===== src/rtl/multi_queue_shared_buffer_core_macros.svh =====
// Assertion macros used by the queue controller RTL.
`ifndef MULTI_QUEUE_SHARED_BUFFER_CORE_MACROS_SVH
`define MULTI_QUEUE_SHARED_BUFFER_CORE_MACROS_SVH

`ifndef SYNTHESIS

`define MQSB_ASSERT(lbl, clk, rst_n, prop) \
  lbl: assert property (@(posedge clk) disable iff (!rst_n) (prop)) \
    else $error("assertion failed");

`define MQSB_ASSERT_IMPL(lbl, clk, rst_n, ante, cons) \
  lbl: assert property (@(posedge clk) disable iff (!rst_n) (ante) |=> (cons)) \
    else $error("implication failed");

`else

`define MQSB_ASSERT(lbl, clk, rst_n, prop)

`define MQSB_ASSERT_IMPL(lbl, clk, rst_n, ante, cons)

`endif

`endif


===== src/rtl/mqsb_pkg.sv =====
`default_nettype none

package mqsb_pkg;

  localparam int unsigned DataWidth = 32;
  localparam int unsigned QidxWidth = 2;

  localparam logic REQ_PUSH = 1'b0;
  localparam logic REQ_POP  = 1'b1;

  typedef enum logic [1:0] {
    STATUS_OK        = 2'd0,
    STATUS_OVERFLOW  = 2'd1,
    STATUS_UNDERFLOW = 2'd2
  } status_e;

  typedef struct packed {
    logic                        req_type;
    logic [QidxWidth-1:0]        queue_index;
    logic signed [DataWidth-1:0] data_in;
  } req_t;

  typedef struct packed {
    logic signed [DataWidth-1:0] data_out;
    status_e                     status;
  } rsp_t;

endpackage

`default_nettype wire


===== src/rtl/mqsb_ram.sv =====
`default_nettype none

module mqsb_ram #(
  parameter int unsigned WIDTH = 32,
  parameter int unsigned DEPTH = 16,
  localparam int unsigned AW   = (DEPTH > 1) ? $clog2(DEPTH) : 1
) (
  input  wire logic             clk_i,
  input  wire logic             rd_en_i,
  input  wire logic [AW-1:0]    rd_addr_i,
  output logic      [WIDTH-1:0] rd_data_o,
  input  wire logic             wr_en_i,
  input  wire logic [AW-1:0]    wr_addr_i,
  input  wire logic [WIDTH-1:0] wr_data_i
);

  logic [WIDTH-1:0] mem_q [DEPTH];
  logic [WIDTH-1:0] rd_data_q;

  always_ff @(posedge clk_i) begin
    if (wr_en_i) begin
      mem_q[wr_addr_i] <= wr_data_i;
    end
  end

  always_ff @(posedge clk_i) begin
    if (rd_en_i) begin
      rd_data_q <= mem_q[rd_addr_i];
    end
  end

  assign rd_data_o = rd_data_q;

endmodule

`default_nettype wire


===== src/rtl/mqsb_ctrl.sv =====
`default_nettype none

`include "multi_queue_shared_buffer_core_macros.svh"

module mqsb_ctrl
  import mqsb_pkg::*;
#(
  parameter int unsigned ENTRIES = 16,
  parameter int unsigned QUEUES  = 4,
  localparam int unsigned AW     = $clog2(ENTRIES),
  localparam int unsigned PW     = $clog2(ENTRIES + 1)
) (
  input  wire logic                 clk_i,
  input  wire logic                 rst_ni,
  input  wire logic                 in_valid_i,
  output logic                      in_ready_o,
  input  wire req_t                 in_data_i,
  output logic                      out_valid_o,
  input  wire logic                 out_ready_i,
  output rsp_t                      out_data_o,
  output logic                      rd_en_o,
  output logic [AW-1:0]             rd_addr_o,
  input  wire logic [PW-1:0]        link_rd_i,
  input  wire logic [DataWidth-1:0] data_rd_i,
  output logic                      link_wr_en_o,
  output logic [AW-1:0]             link_wr_addr_o,
  output logic [PW-1:0]             link_wr_data_o,
  output logic                      data_wr_en_o,
  output logic [AW-1:0]             data_wr_addr_o,
  output logic [DataWidth-1:0]      data_wr_data_o
);

  // Only the queues that the request field can name get pointer registers.
  localparam int unsigned MaxQ = 1 << QidxWidth;
  localparam int unsigned NQ   = (QUEUES < MaxQ) ? QUEUES : MaxQ;
  localparam int unsigned QW   = (NQ > 1) ? $clog2(NQ) : 1;
  localparam logic [PW-1:0] NIL = PW'(ENTRIES);

  localparam logic ST_IDLE = 1'b0;
  localparam logic ST_EXEC = 1'b1;

  logic                 state_q, state_d;
  logic                 req_q;
  logic [QidxWidth-1:0] qidx_q;
  logic [DataWidth-1:0] din_q;
  logic                 ok_q;
  logic                 fresh_q;
  logic [PW-1:0]        e_q;
  logic [PW-1:0]        head_q [NQ];
  logic [PW-1:0]        tail_q [NQ];
  logic [PW-1:0]        free_head_q, free_head_d;
  logic [PW-1:0]        fill_q, fill_d;
  logic                 out_valid_q, out_valid_d;
  rsp_t                 out_data_q, out_data_d;

  logic          accept;
  logic          fire;
  logic          q_ok;
  logic [QW-1:0] qi;
  logic [QW-1:0] qe;
  logic [PW-1:0] sel_head;
  logic          acc_ok;
  logic [PW-1:0] acc_e;
  logic [PW-1:0] nx;
  logic          head_wr;
  logic [PW-1:0] head_wr_data;
  logic          tail_wr;

  assign in_ready_o = (state_q == ST_IDLE);
  assign accept     = in_valid_i && in_ready_o;
  assign fire       = (state_q == ST_EXEC) && (!out_valid_q || out_ready_i);

  assign q_ok     = int'(in_data_i.queue_index) < int'(NQ);
  assign qi       = in_data_i.queue_index[QW-1:0];
  assign qe       = qidx_q[QW-1:0];
  assign sel_head = q_ok ? head_q[qi] : NIL;

  always_comb begin
    if (in_data_i.req_type == REQ_PUSH) begin
      acc_ok = q_ok && (free_head_q < NIL);
      acc_e  = free_head_q;
    end else begin
      acc_ok = q_ok && (sel_head < NIL);
      acc_e  = sel_head;
    end
  end

  assign rd_en_o   = accept && acc_ok;
  assign rd_addr_o = acc_e[AW-1:0];

  always_comb begin
    state_d        = state_q;
    free_head_d    = free_head_q;
    fill_d         = fill_q;
    out_valid_d    = out_valid_q;
    out_data_d     = out_data_q;
    head_wr        = 1'b0;
    head_wr_data   = e_q;
    tail_wr        = 1'b0;
    link_wr_en_o   = 1'b0;
    link_wr_addr_o = e_q[AW-1:0];
    link_wr_data_o = free_head_q;
    data_wr_en_o   = 1'b0;
    data_wr_addr_o = e_q[AW-1:0];
    data_wr_data_o = din_q;
    nx             = fresh_q ? (e_q + PW'(1)) : link_rd_i;

    if (out_valid_q && out_ready_i) begin
      out_valid_d = 1'b0;
    end

    if (accept) begin
      state_d = ST_EXEC;
    end

    if (fire) begin
      state_d             = ST_IDLE;
      out_valid_d         = 1'b1;
      out_data_d.data_out = '0;
      out_data_d.status   = STATUS_OK;
      if (!ok_q) begin
        out_data_d.status = (req_q == REQ_PUSH) ? STATUS_OVERFLOW : STATUS_UNDERFLOW;
      end else if (req_q == REQ_PUSH) begin
        // Entries at or above the fill count were never written; their link is the next entry.
        free_head_d  = (nx < NIL) ? nx : NIL;
        if (fresh_q) begin
          fill_d = fill_q + PW'(1);
        end
        if (head_q[qe] < NIL) begin
          link_wr_en_o   = 1'b1;
          link_wr_addr_o = tail_q[qe][AW-1:0];
          link_wr_data_o = e_q;
        end else begin
          head_wr = 1'b1;
        end
        tail_wr      = 1'b1;
        data_wr_en_o = 1'b1;
      end else begin
        // The tail entry ends its queue whatever its link holds.
        head_wr             = 1'b1;
        head_wr_data        = ((e_q == tail_q[qe]) || !(link_rd_i < NIL)) ? NIL : link_rd_i;
        link_wr_en_o        = 1'b1;
        free_head_d         = e_q;
        out_data_d.data_out = data_rd_i;
      end
    end
  end

  always_ff @(posedge clk_i or negedge rst_ni) begin
    if (!rst_ni) begin
      state_q     <= ST_IDLE;
      free_head_q <= '0;
      fill_q      <= '0;
      out_valid_q <= 1'b0;
      for (int i = 0; i < int'(NQ); i++) begin
        head_q[i] <= NIL;
      end
    end else begin
      state_q     <= state_d;
      free_head_q <= free_head_d;
      fill_q      <= fill_d;
      out_valid_q <= out_valid_d;
      if (head_wr) begin
        head_q[qe] <= head_wr_data;
      end
    end
  end

  always_ff @(posedge clk_i) begin
    out_data_q <= out_data_d;
    if (tail_wr) begin
      tail_q[qe] <= e_q;
    end
    if (accept) begin
      req_q   <= in_data_i.req_type;
      qidx_q  <= in_data_i.queue_index;
      din_q   <= in_data_i.data_in;
      ok_q    <= acc_ok;
      e_q     <= acc_e;
      fresh_q <= (acc_e == fill_q);
    end
  end

  assign out_valid_o = out_valid_q;
  assign out_data_o  = out_data_q;

  `MQSB_ASSERT_IMPL(a_accept_exec, clk_i, rst_ni, accept, state_q == ST_EXEC)
  `MQSB_ASSERT_IMPL(a_fire_valid, clk_i, rst_ni, fire, out_valid_q && state_q == ST_IDLE)
  `MQSB_ASSERT(a_free_head_range, clk_i, rst_ni, free_head_q <= NIL)
  `MQSB_ASSERT(a_fill_step, clk_i, rst_ni,
               $stable(fill_q) || (fill_q == $past(fill_q) + PW'(1)))

endmodule

`default_nettype wire


===== src/rtl/multi_queue_shared_buffer_core.sv =====
// Shared-buffer multi-queue: up to four FIFO queues chained through one store of
// ENTRIES data words, with unused entries on a linked free list. Each request
// produces exactly one response with status ok, overflow (store full or queue
// number beyond QUEUES on a push) or underflow (queue empty or number beyond
// QUEUES on a pop). A request first reads the link and data memories at the
// chosen entry, then updates the pointers and writes back. The response sits
// in an output register, so a new request is taken while the previous response
// waits; only a stalled response holding the register delays the update. No
// clearing pass follows reset: a fill count stands for the initial free chain.
`default_nettype none

module multi_queue_shared_buffer_core
  import mqsb_pkg::*;
#(
  parameter int unsigned ENTRIES = 16,
  parameter int unsigned QUEUES  = 4
) (
  input  wire logic clk_i,
  input  wire logic rst_ni,
  input  wire logic in_valid_i,
  output logic      in_ready_o,
  input  wire req_t in_data_i,
  output logic      out_valid_o,
  input  wire logic out_ready_i,
  output rsp_t      out_data_o
);

  localparam int unsigned AW = $clog2(ENTRIES);
  localparam int unsigned PW = $clog2(ENTRIES + 1);

  logic                 rd_en;
  logic [AW-1:0]        rd_addr;
  logic [PW-1:0]        link_rd;
  logic [DataWidth-1:0] data_rd;
  logic                 link_wr_en;
  logic [AW-1:0]        link_wr_addr;
  logic [PW-1:0]        link_wr_data;
  logic                 data_wr_en;
  logic [AW-1:0]        data_wr_addr;
  logic [DataWidth-1:0] data_wr_data;

  mqsb_ctrl #(
    .ENTRIES(ENTRIES),
    .QUEUES (QUEUES)
  ) u_ctrl (
    .clk_i         (clk_i),
    .rst_ni        (rst_ni),
    .in_valid_i    (in_valid_i),
    .in_ready_o    (in_ready_o),
    .in_data_i     (in_data_i),
    .out_valid_o   (out_valid_o),
    .out_ready_i   (out_ready_i),
    .out_data_o    (out_data_o),
    .rd_en_o       (rd_en),
    .rd_addr_o     (rd_addr),
    .link_rd_i     (link_rd),
    .data_rd_i     (data_rd),
    .link_wr_en_o  (link_wr_en),
    .link_wr_addr_o(link_wr_addr),
    .link_wr_data_o(link_wr_data),
    .data_wr_en_o  (data_wr_en),
    .data_wr_addr_o(data_wr_addr),
    .data_wr_data_o(data_wr_data)
  );

  mqsb_ram #(
    .WIDTH(PW),
    .DEPTH(ENTRIES)
  ) u_link_ram (
    .clk_i    (clk_i),
    .rd_en_i  (rd_en),
    .rd_addr_i(rd_addr),
    .rd_data_o(link_rd),
    .wr_en_i  (link_wr_en),
    .wr_addr_i(link_wr_addr),
    .wr_data_i(link_wr_data)
  );

  mqsb_ram #(
    .WIDTH(DataWidth),
    .DEPTH(ENTRIES)
  ) u_data_ram (
    .clk_i    (clk_i),
    .rd_en_i  (rd_en),
    .rd_addr_i(rd_addr),
    .rd_data_o(data_rd),
    .wr_en_i  (data_wr_en),
    .wr_addr_i(data_wr_addr),
    .wr_data_i(data_wr_data)
  );

endmodule

`default_nettype wire


===== config.mk =====
export PLATFORM = sky130hd
export DESIGN_NAME = multi_queue_shared_buffer_core
export DESIGN_NICKNAME = d
export VERILOG_FILES = /design/src/rtl/mqsb_pkg.sv /design/src/rtl/mqsb_ram.sv /design/src/rtl/mqsb_ctrl.sv /design/src/rtl/multi_queue_shared_buffer_core.sv
export VERILOG_INCLUDE_DIRS = /design/src /design/src/rtl
export SDC_FILE = /design/constraint.sdc
export NUM_CORES = 1
export LEC_CHECK = 0
export BUFFER_PORTS_ARGS = -buffer_cell sky130_fd_sc_hd__buf_4
export CAP_MARGIN = 20
export CORE_ASPECT_RATIO = 0.8
export CORE_MARGIN = 1
export CORE_UTILIZATION = 30
export DETAILED_ROUTE_END_ITERATION = 12
export GPL_TIMING_DRIVEN = 0
export PLACE_DENSITY = 0.43
export SYNTH_ARGS = -nofsm -noshare
export SYNTH_HDL_FRONTEND = slang
export SYNTH_SLANG_ARGS = --single-unit
export TNS_END_PERCENT = 100

===== constraint.sdc =====
create_clock -name clk_i -period 8.1 [get_ports clk_i]
set_input_delay 0.81 -clock clk_i [delete_from_list [all_inputs] [get_ports clk_i]]
set_output_delay 0.81 -clock clk_i [all_outputs]
set_load 0.02 [all_outputs]

After elaboration in Yosys (flattened, before gate mapping)
Memories as Yosys holds them, arrays and structs flattened. A register that Yosys moved wholly into a read port is not among the register bits. Cells that the tools add are included.

Memory bits (writable): 612. Memories kept: 3. Register bits: 108. Input port bits: 39.

Memory list: u_data_ram.mem_q (words 16, width 32, rd ports 1, clocked after memory_dff 1, wr ports 1, RTL line mqsb_ram.sv:17) `logic [WIDTH-1:0] mem_q [DEPTH];`; u_link_ram.mem_q (words 16, width 5, rd ports 1, clocked after memory_dff 1, wr ports 1, RTL line mqsb_ram.sv:17); u_ctrl.tail_q (words 4, width 5, rd ports 1, clocked after memory_dff 1, wr ports 1, RTL line mqsb_ctrl.sv:50) `logic [PW-1:0] tail_q [NQ];`.

Equal/unequal tests: 2. Add/subtract/negate cells: 2. Magnitude comparators: 8. Muxes and demuxes: 47. Reductions and logical operators: 14. Bitwise operators: 4.

Operators with widths (count): 5-bit two-way mux (17); 5-bit less-than comparator (second input constant) (5); 5-bit binary-select mux with 2-bit select (2); 20-bit bitwise mux (1); 1-bit two-way mux (20); 4-bit two-way mux (4); 5-bit by 1-bit adder with 5-bit output (second input constant) (2); 5-bit demux with 2-bit select (1); 5-bit equality test (2); 3-bit >= comparator (second input constant) (2); 2-bit inverter with 3-bit output (2); 1-bit logical AND (5); 2-bit two-way mux (2); 2-bit AND reduction (2); 4-bit AND reduction (1); 2-bit nonzero test (2); 3-bit by 1-bit less-than comparator with 1-bit output (second input constant) (1); 1-bit zero test (2); 1-bit logical OR (2); 1-bit inverter (2).

Longest topological paths before layout
Gate-level depths: netlist of the first run.

Depth after elaboration: 11. Depth in mapped cells: 10. Gate-level depth less buffers: 7.

Cells and area by module
From an unflattened synthesis of the first run, not the netlist that was laid out.

Cells, all modules: 1347. Area, all modules: 28833.9 sq um.

By module, submodules not included: mqsb_ram at u_data_ram (seq. area each 16335.7 sq um, cells each 838, area an instance 20155.6 sq um, instances 1); mqsb_ctrl (seq. area each 3728.6 sq um, cells each 354, area an instance 5415.2 sq um, instances 1); mqsb_ram at u_link_ram (seq. area each 2552.4 sq um, cells each 155, area an instance 3263.1 sq um, instances 1).

Worst setup path after synthesis of the first run
OpenSTA, ideal clock, no wires.

Path kind: input to register. Start: input out_ready_i. End: memory u_data_ram.mem_q[0][0], enable pin. Setup slack: 3.226 ns. Arrival time: 4.371 ns. Path buffers: 0. Setup time: 0.503 ns. Cell stages on the path: 3. Cells stage by stage: nand2b_1 > nand4_1 > nor4_1.

Longest elaborated chain between the ends: 5.

RTL lines: start: declaration (RTL line multi_queue_shared_buffer_core.sv:24) `input wire logic out_ready_i,`; 1-bit logical OR (RTL line mqsb_ctrl.sv:71) `assign fire = (state_q == ST_EXEC) && (!out_valid_q || out_ready_i);`; 1-bit logical AND (RTL line mqsb_ctrl.sv:71); 1-bit two-way mux (RTL line mqsb_ctrl.sv:116) `if (fire) begin`; 1-bit two-way mux (RTL line mqsb_ram.sv:21) `if (wr_en_i) begin`; 1-bit two-way mux (implied by the code) (RTL line mqsb_ram.sv:22) `mem_q[wr_addr_i] <= wr_data_i;`; end: declaration (RTL line mqsb_ram.sv:17).

Every way passes these cells.

Worst setup path in the final report of the first run
Start: input in_data_i[32] (netlist bit). End: register u_data_ram.rd_data_q[4], in the netlist u_data_ram.rd_data_o[4], read port of u_data_ram.mem_q, data pin.

Longest elaborated chain between the ends: 7. Elaborated cells between the ends (all ways): 8.

RTL lines: start: declaration (RTL line multi_queue_shared_buffer_core.sv:22) `input wire req_t in_data_i,`; 2-bit inverter with 3-bit output (implied by the code) * (RTL line mqsb_ctrl.sv:76) `assign sel_head = q_ok ? head_q[qi] : NIL;`; 5-bit binary-select mux with 2-bit select * (RTL line mqsb_ctrl.sv:76); 5-bit two-way mux (implied by the code) * (2 in a row) (RTL line mqsb_ctrl.sv:76); 5-bit less-than comparator (RTL line mqsb_ctrl.sv:83) `acc_ok = q_ok && (sel_head < NIL);`; 1-bit two-way mux (RTL line mqsb_ctrl.sv:79) `if (in_data_i.req_type == REQ_PUSH) begin`; 1-bit logical AND (RTL line mqsb_ctrl.sv:88) `assign rd_en_o = accept && acc_ok;`; end: declaration (RTL line mqsb_ram.sv:18) `logic [WIDTH-1:0] rd_data_q;`.

Every way passes the cells marked *; elsewhere a longest branch is shown, timed or not. The select of a mux whose other input is x is not followed. A chain may end at the register's enable or synchronous reset.

==> flow_summary.toml, run 1 <==
[outcome]
status = "finished clean"

[grt]
grt-ovfl-total = 0
grt_pass1_wl_um = 132000
grt_max_degree = 33
grt_pass1_vias = 17600
grt_usage_pct = 18.8
antenna_found_initial = 0

[yosys]
seq_area_frac_synth_pct = 77.0
syn_nets = 1934
syn_area_sq_um = 29400
yosysWarningCount = 0
synthCells = 1890
synth_cell_type_count = 45
avgSynthCellArea_sq_um = 15.5
ys_seq_elements = 759

[pwr]
intPower_uw = 7960
power_uw = 12100
leakage_uw = 0.0116
seqPwrFrac_pct = 42.4
clock_power_share_pct = 29.6
p_per_area_nw_per_um2 = 345
p_switching_uw = 4120
peakVddDrop_uv = 161
combPwrFrac_pct = 27.9
swShare_pct = 34.1

[drt]
drt-wirelength-per-cell_um = 26.7
drt-initial-drc-count = 1821
drc_errors = 0
viasPerCell = 5.13
via_count = 17800
first_pass_iters = 5
finalWirelength_um = 93000
drtAntennaViolNets = 0

[sta]
relSlewSlack_pct = 24.3
rsz0062_at_grt = "false"
hold_viol = 0
finalWorstSetupSlack_ps = 3850
max_freq_ghz = 0.236
skew_ps = 24.8
period_needed_ps = 4250
maxSlewViolCount = 0
period_share_pct = 52.4
tightest_slew_ps = 1140
setup_viol = 0

[placed_design]
pre_cts_slack_ps = 3280
placed_cell_area_sq_um = 32500
io_buffers = 74
place_congestion = 0.810
dp.final_hpwl_um = 61900

[floorplanning]
ios = 75
fp.dieW_um = 352
die-area_sq_um = 99200
initial_core_util_pct = 30.3
die_y_um = 282
core_area_sq_um = 96900
fp-row-count = 102

[cts]
insertion_delay_ps = 640
cts_num_sinks = 759
cts.repair.resized = 0
cts_root_buf = "clkbuf_16"
cts_max_path_buffers = 3
post_cts_buffers = 0
cts_buffers = 81
clkTransAtPathRegs_ps = 60
cts_tree = "done"
ctsHoldBuffers = 0
h-tree-depth = 3

[setup_path]
crit_fanout = 10
worstSetupPathType = "in2reg"
cp-end-kind = "flip-flop"
start_kind = "input port"
slowest_stage = "clkbuf_1"
cp_common_cell = "buf_2"
path_cells = "buf_4 -> buf_2 -> mux4_2 -> a21boi_0 -> buf_2 -> clkbuf_1 -> buf_2 -> a221oi_1 -> or3_1"
critical_path.top_delay_family = "buffers and inverters"
critPathRequiredTime_ps = 8440
arrival_ps = 4590
critPathMaxStageDelay_ps = 780
worst-path-buf-inv = 5

[final_layout]
seq_area_sq_um = 22600
final_common_cell = "edfxtp_1"
design_area_sq_um = 35000
area_delta_synth_final_pct = 19.1
multi_input_area_sq_um = 6250
fin_nets = 2158
drive_gt1_share_pct = 16.3
mostFrequentLayoutCells = "725 x edfxtp_1, 331 x nand2_1, 159 x a21oi_1, 107 x buf_4, 83 x clkbuf_16"
fillers = 9182

[flow_run]
drv_cap = 0

[hold_path]
hold_path_class = "in2async"
[logic make-up (layout without fill, tap and decap cells)]
group / Yosys count / in the layout / share of synthesized area, %
AOI/OAI and AO/OA: 382 / 382 / 9.07
xor gates and xnor gates: 16 / 16 / 0.477
adders and majority gates: 5 / 5 / 0.213
buffers and inverters: 141 / 426 / 2.06
DFF: 759 / 759 / 77.0
muxes: 104 / 104 / 4.06
other: 0 / 3 / 0
and+or+nand+nor: 483 / 483 / 7.10
[layout make-up]
class / count / share of cell area, %
Sequential cell: 759 / 64.7
Multi-Input combinational cell: 990 / 17.9
Clock buffer: 94 / 6.06
Tap cell: 1300 / 4.65
Timing Repair Buffer: 141 / 3.92
Buffer: 120 / 1.51
Clock inverter: 50 / 1.08
Inverter: 21 / 0.225
Antenna cell: 3 / 0.0215
[synth_stat cells]
cell type    n  area share [%]
edfxtp_1   725              74
nand2_1    331             4.2
a21oi_1    159             2.7
mux2i_1     81             2.8
a221oi_1    74             2.2
a32o_1      74             2.5
clkbuf_1    63            0.81
buf_2       43            0.73
o22ai_1     38            0.81
nor2_1      37            0.47
or3_1       37            0.79
and3_1      34            0.72
dfrtp_1     28             2.4
o21ai_0     23            0.39
inv_1       20            0.26
mux2_2      12            0.46
xnor2_1     12            0.36
mux4_2      11            0.84
buf_1       10            0.13
nor3_1      10            0.17
nand3_1      7            0.12
and2_1       6            0.13
a2111oi_0    5            0.15
ha_1         5            0.21
nand2b_1     5            0.11
dfstp_2      4            0.36
nor4_1       4           0.085
xor2_1       4            0.12
a32oi_1      3           0.089
nand4_1      3           0.064
nor2b_1      3           0.064
buf_4        2           0.051
buf_6        2           0.077
dfxtp_1      2            0.14
nand3b_1     2           0.051
nor3b_1      2           0.051
a211oi_1     1           0.026
a21boi_0     1           0.026
a21oi_4      1           0.055
a22oi_1      1           0.026
a31oi_1      1           0.021
a31oi_2      1           0.043
inv_2        1           0.013
nor2_2       1           0.021
or2_2        1           0.021
[sequential cells by signal (all words and copies together), names as in the netlist, named ones only]
name and count:
u_ctrl.state_q 1, u_ctrl.e_q 5, u_ctrl.out_valid_o 1, u_ctrl.head_q 20, u_link_ram.rd_data_o 5, u_ctrl.fill_q 5
u_data_ram.rd_data_o 32, u_ctrl.out_data_o 34, u_ctrl.ok_q 1, u_ctrl.fresh_q 1, u_data_ram.mem_q 512, u_ctrl.qe 2
u_ctrl.req_q 1, u_ctrl.tail_q 20, u_ctrl.data_wr_data_o 32, u_ctrl.free_head_q 5, u_link_ram.mem_q 80
[worst reg2reg max path: stages, from the launching register on]
cell      delay (ps)
dfrtp_1          370
mux4_2           470
a21boi_0         510
buf_2            430
clkbuf_1         780
buf_2            530
a221oi_1         210
or3_1            460
[power by group through the flow]
| stage | registers, uW | logic (uW) | clock network (uW) |
|---|---|---|---|
| finish | 5130 | 3380 | 3580 |
| detailed placement | 5210 | 3400 | 0 |
| global route | 5170 | 3620 | 3800 |
| CTS | 5130 | 3410 | 3650 |
| global placement | 5220 | 3270 | 0 |
| floorplan | 5190 | 1800 | 0 |
[metal layers]
layer	track usage (%)	vias up	wire length, um	part of all wire [%]
met5	0	-	0	0
met4	4.25	0	1930	2.1
met3	2.68	134	5060	5.4
met2	28.5	550	41100	44
met1	28.3	9331	44800	48
li1	-	7814	-	-
[metrics by stage]
stage / utilization (%) / TNS [ps] / hold WS [ps] / cells
finish: 36.1 / 0 / 116 / 3478
global route: 36.1 / 0 / 114 / 3475
CTS: 36.1 / 0 / 88.9 / 3474
detailed placement: 33.5 / 0 / 470 / 3330
global placement: 32.6 / -381410 / 457 / 3264
floorplan: - / 0 / 445 / 1890
[worst paths after layout]
path	from	to	slack [ps]	cells after the start
hold / removal	rst_ni	u_ctrl.head_q[7]	120	1
max in group asynchronous	rst_ni	u_ctrl.head_q[19]	7650	1
hold reg to reg	u_ctrl.head_q[2]	u_ctrl.head_q[2]	480	2
min in group clk_i	in_data_i[9]	u_ctrl.data_wr_data_o[9]	340	1
setup / recovery	in_data_i[32]	u_data_ram.rd_data_o[4]	3850	9
setup reg to reg	u_ctrl.head_q[1]	u_data_ram.rd_data_o[4]	4040	7
Note: power is estimated with default switching activity, not from simulation.
==> run 2, diff against run 1 <==
clock period = 4.1 ns   (was 8.1 ns; I/O delays follow)
==> flow_summary.toml, run 2 (same netlist as run 1, synthesis figures left out) <==
[outcome]
status = "finished clean"

[drt]
finalWirelength_um = 93200
drc_errors = 0
drt-wirelength-per-cell_um = 26.5
via_count = 18000
drt-initial-drc-count = 1806
first_pass_iters = 8
drtAntennaViolNets = 0
viasPerCell = 5.11

[sta]
skew_ps = 29.7
tightest_slew_ps = 1150
setup_viol = 0
max_freq_ghz = 0.246
timing.hold.ws_ps = 58.4
period_needed_ps = 4070
rsz0062_at_grt = "false"
maxSlewViolCount = 0
hold_viol = 0
period_share_pct = 99.2
relSlewSlack_pct = 23.6

[floorplanning]
die-area_sq_um = 99200
fp-row-count = 102
die_y_um = 282
fp.dieW_um = 352
ios = 75
core_area_sq_um = 96900
initial_core_util_pct = 30.3

[grt]
grt-ovfl-total = 0
use_met2_pct = 28.6
antenna_found_initial = 0
busiest_layer = "met2"
grt_pass1_vias = 17700
use_met1_pct = 28.3
grt.met3_usage_pct = 2.62
grt_pass1_wl_um = 132000
grt_max_degree = 33
grt_usage_pct = 18.8

[placed_design]
dp.final_hpwl_um = 61900
place_congestion = 0.810
io_buffers = 74
dp_cells = 3330

[setup_path]
critPathMaxStageDelay_ps = 770
cp_common_cell = "buf_2"
slowest_stage = "clkbuf_1"
worst-path-buf-inv = 3
start_kind = "flip-flop"
worstSetupPathType = "reg2reg"
path_cells = "mux4_2 -> a21boi_0 -> buf_2 -> clkbuf_1 -> buf_2 -> a221oi_1 -> or3_1"
critPathRequiredTime_ps = 4440
arrival_ps = 4410
cp-end-kind = "flip-flop"
r2r_slack_ps = 30
crit_fanout = 10
critical_path.top_delay_family = "buffers and inverters"

[cts]
cts_buffers = 81
cts_max_path_buffers = 3
cts_tree = "done"
cts_root_buf = "clkbuf_16"
clkTransAtPathRegs_ps = 60
insertion_delay_ps = 640
cts.repair.resized = 0
h-tree-depth = 3
cts_num_sinks = 759

[hold_path]
hold_path_class = "in2reg"

[pwr]
intPower_uw = 15800
peakVddDrop_uv = 318
leakage_uw = 0.0117
p_switching_uw = 8160
combPwrFrac_pct = 28.1
seqPwrFrac_pct = 42.3
swShare_pct = 34.1
clock_power_share_pct = 29.6
p_per_area_nw_per_um2 = 676

[final_layout]
drive_gt1_share_pct = 16.1
final_common_cell = "edfxtp_1"
post-route-util_pct = 36.5
area_delta_synth_final_pct = 20.4
largest_reg_flops = 512
final_cells = 3517
mostFrequentLayoutCells = "725 x edfxtp_1, 331 x nand2_1, 159 x a21oi_1, 110 x buf_4, 83 x clkbuf_16"
largest-register = "u_data_ram.mem_q"
fin_nets = 2197

[flow_run]
drv_cap = 0
==> run 2: worst reg2reg max path, delay by kind of cell (launching register included) <==
| family | cells | cell delay, ps |
|---|---|---|
| flops | 1 | 370 |
| simple gates | 1 | 460 |
| mux | 1 | 470 |
| compound gates | 2 | 730 |
| buf+inv | 3 | 1730 |
==> run 2: final cells by class <==
cell class	count	area [sq um]
antenna	3	7.51
sequential	759	22600
fill	9154	61500
inverter	21	78.8
clock buffer	94	2120
multi-input combinational	990	6250
tap	1300	1630
clock inverter	50	377
timing repair buffer	180	1760
buffer	120	527
==> run 2: worst paths after layout <==
check,start,cells after the start,to
worst min-delay path,in_data_i[33],1,u_ctrl.qe[1]
max in group asynchronous,rst_ni,2,u_ctrl.head_q[19]
worst min register to register,u_ctrl.head_q[13],2,u_ctrl.head_q[13]
min in group asynchronous,rst_ni,2,u_ctrl.head_q[12]
worst max register to register,u_ctrl.head_q[1],7,u_data_ram.rd_data_o[4]
worst max-delay path,u_ctrl.head_q[1],7,u_data_ram.rd_data_o[4]
==> run 2: timing repair <==
action	in CTS	in global routing
setup endpoints to repair	0	57
hold buffers	36	0
buffers inserted	0	3
hold endpoints to repair	63	0
==> run 2: metal layers <==
layer	vias up	part of all wire, %
li1	7887	-
met1	9423	49
met2	537	44
met3	133	4.9
met4	0	2.1
met5	-	0
==> run 2: stage by stage <==
| stage | setup TNS [ps] | area [sq um] | setup WS, ps | power (uW) |
|---|---|---|---|---|
| floorplan | -55560 | 29400 | -434 | 13800 |
| global placement | -1948680 | 31600 | -6660 | 16800 |
| detailed placement | -3990 | 32500 | -319 | 17000 |
| CTS | 0 | 35300 | 4.47 | 24100 |
| global route | 0 | 35300 | 33.7 | 24900 |
| finish | 0 | 35400 | 34.7 | 23900 |
==> run 2: power groups by stage <==
stage / registers, uW / logic (uW) / clock network, uW
after detailed placement: 10300 / 6720 / 0
after CTS: 10100 / 6760 / 7220
final: 10100 / 6710 / 7080
after global placement: 10300 / 6450 / 0
after global routing: 10200 / 7180 / 7510
after floorplan: 10300 / 3560 / 0
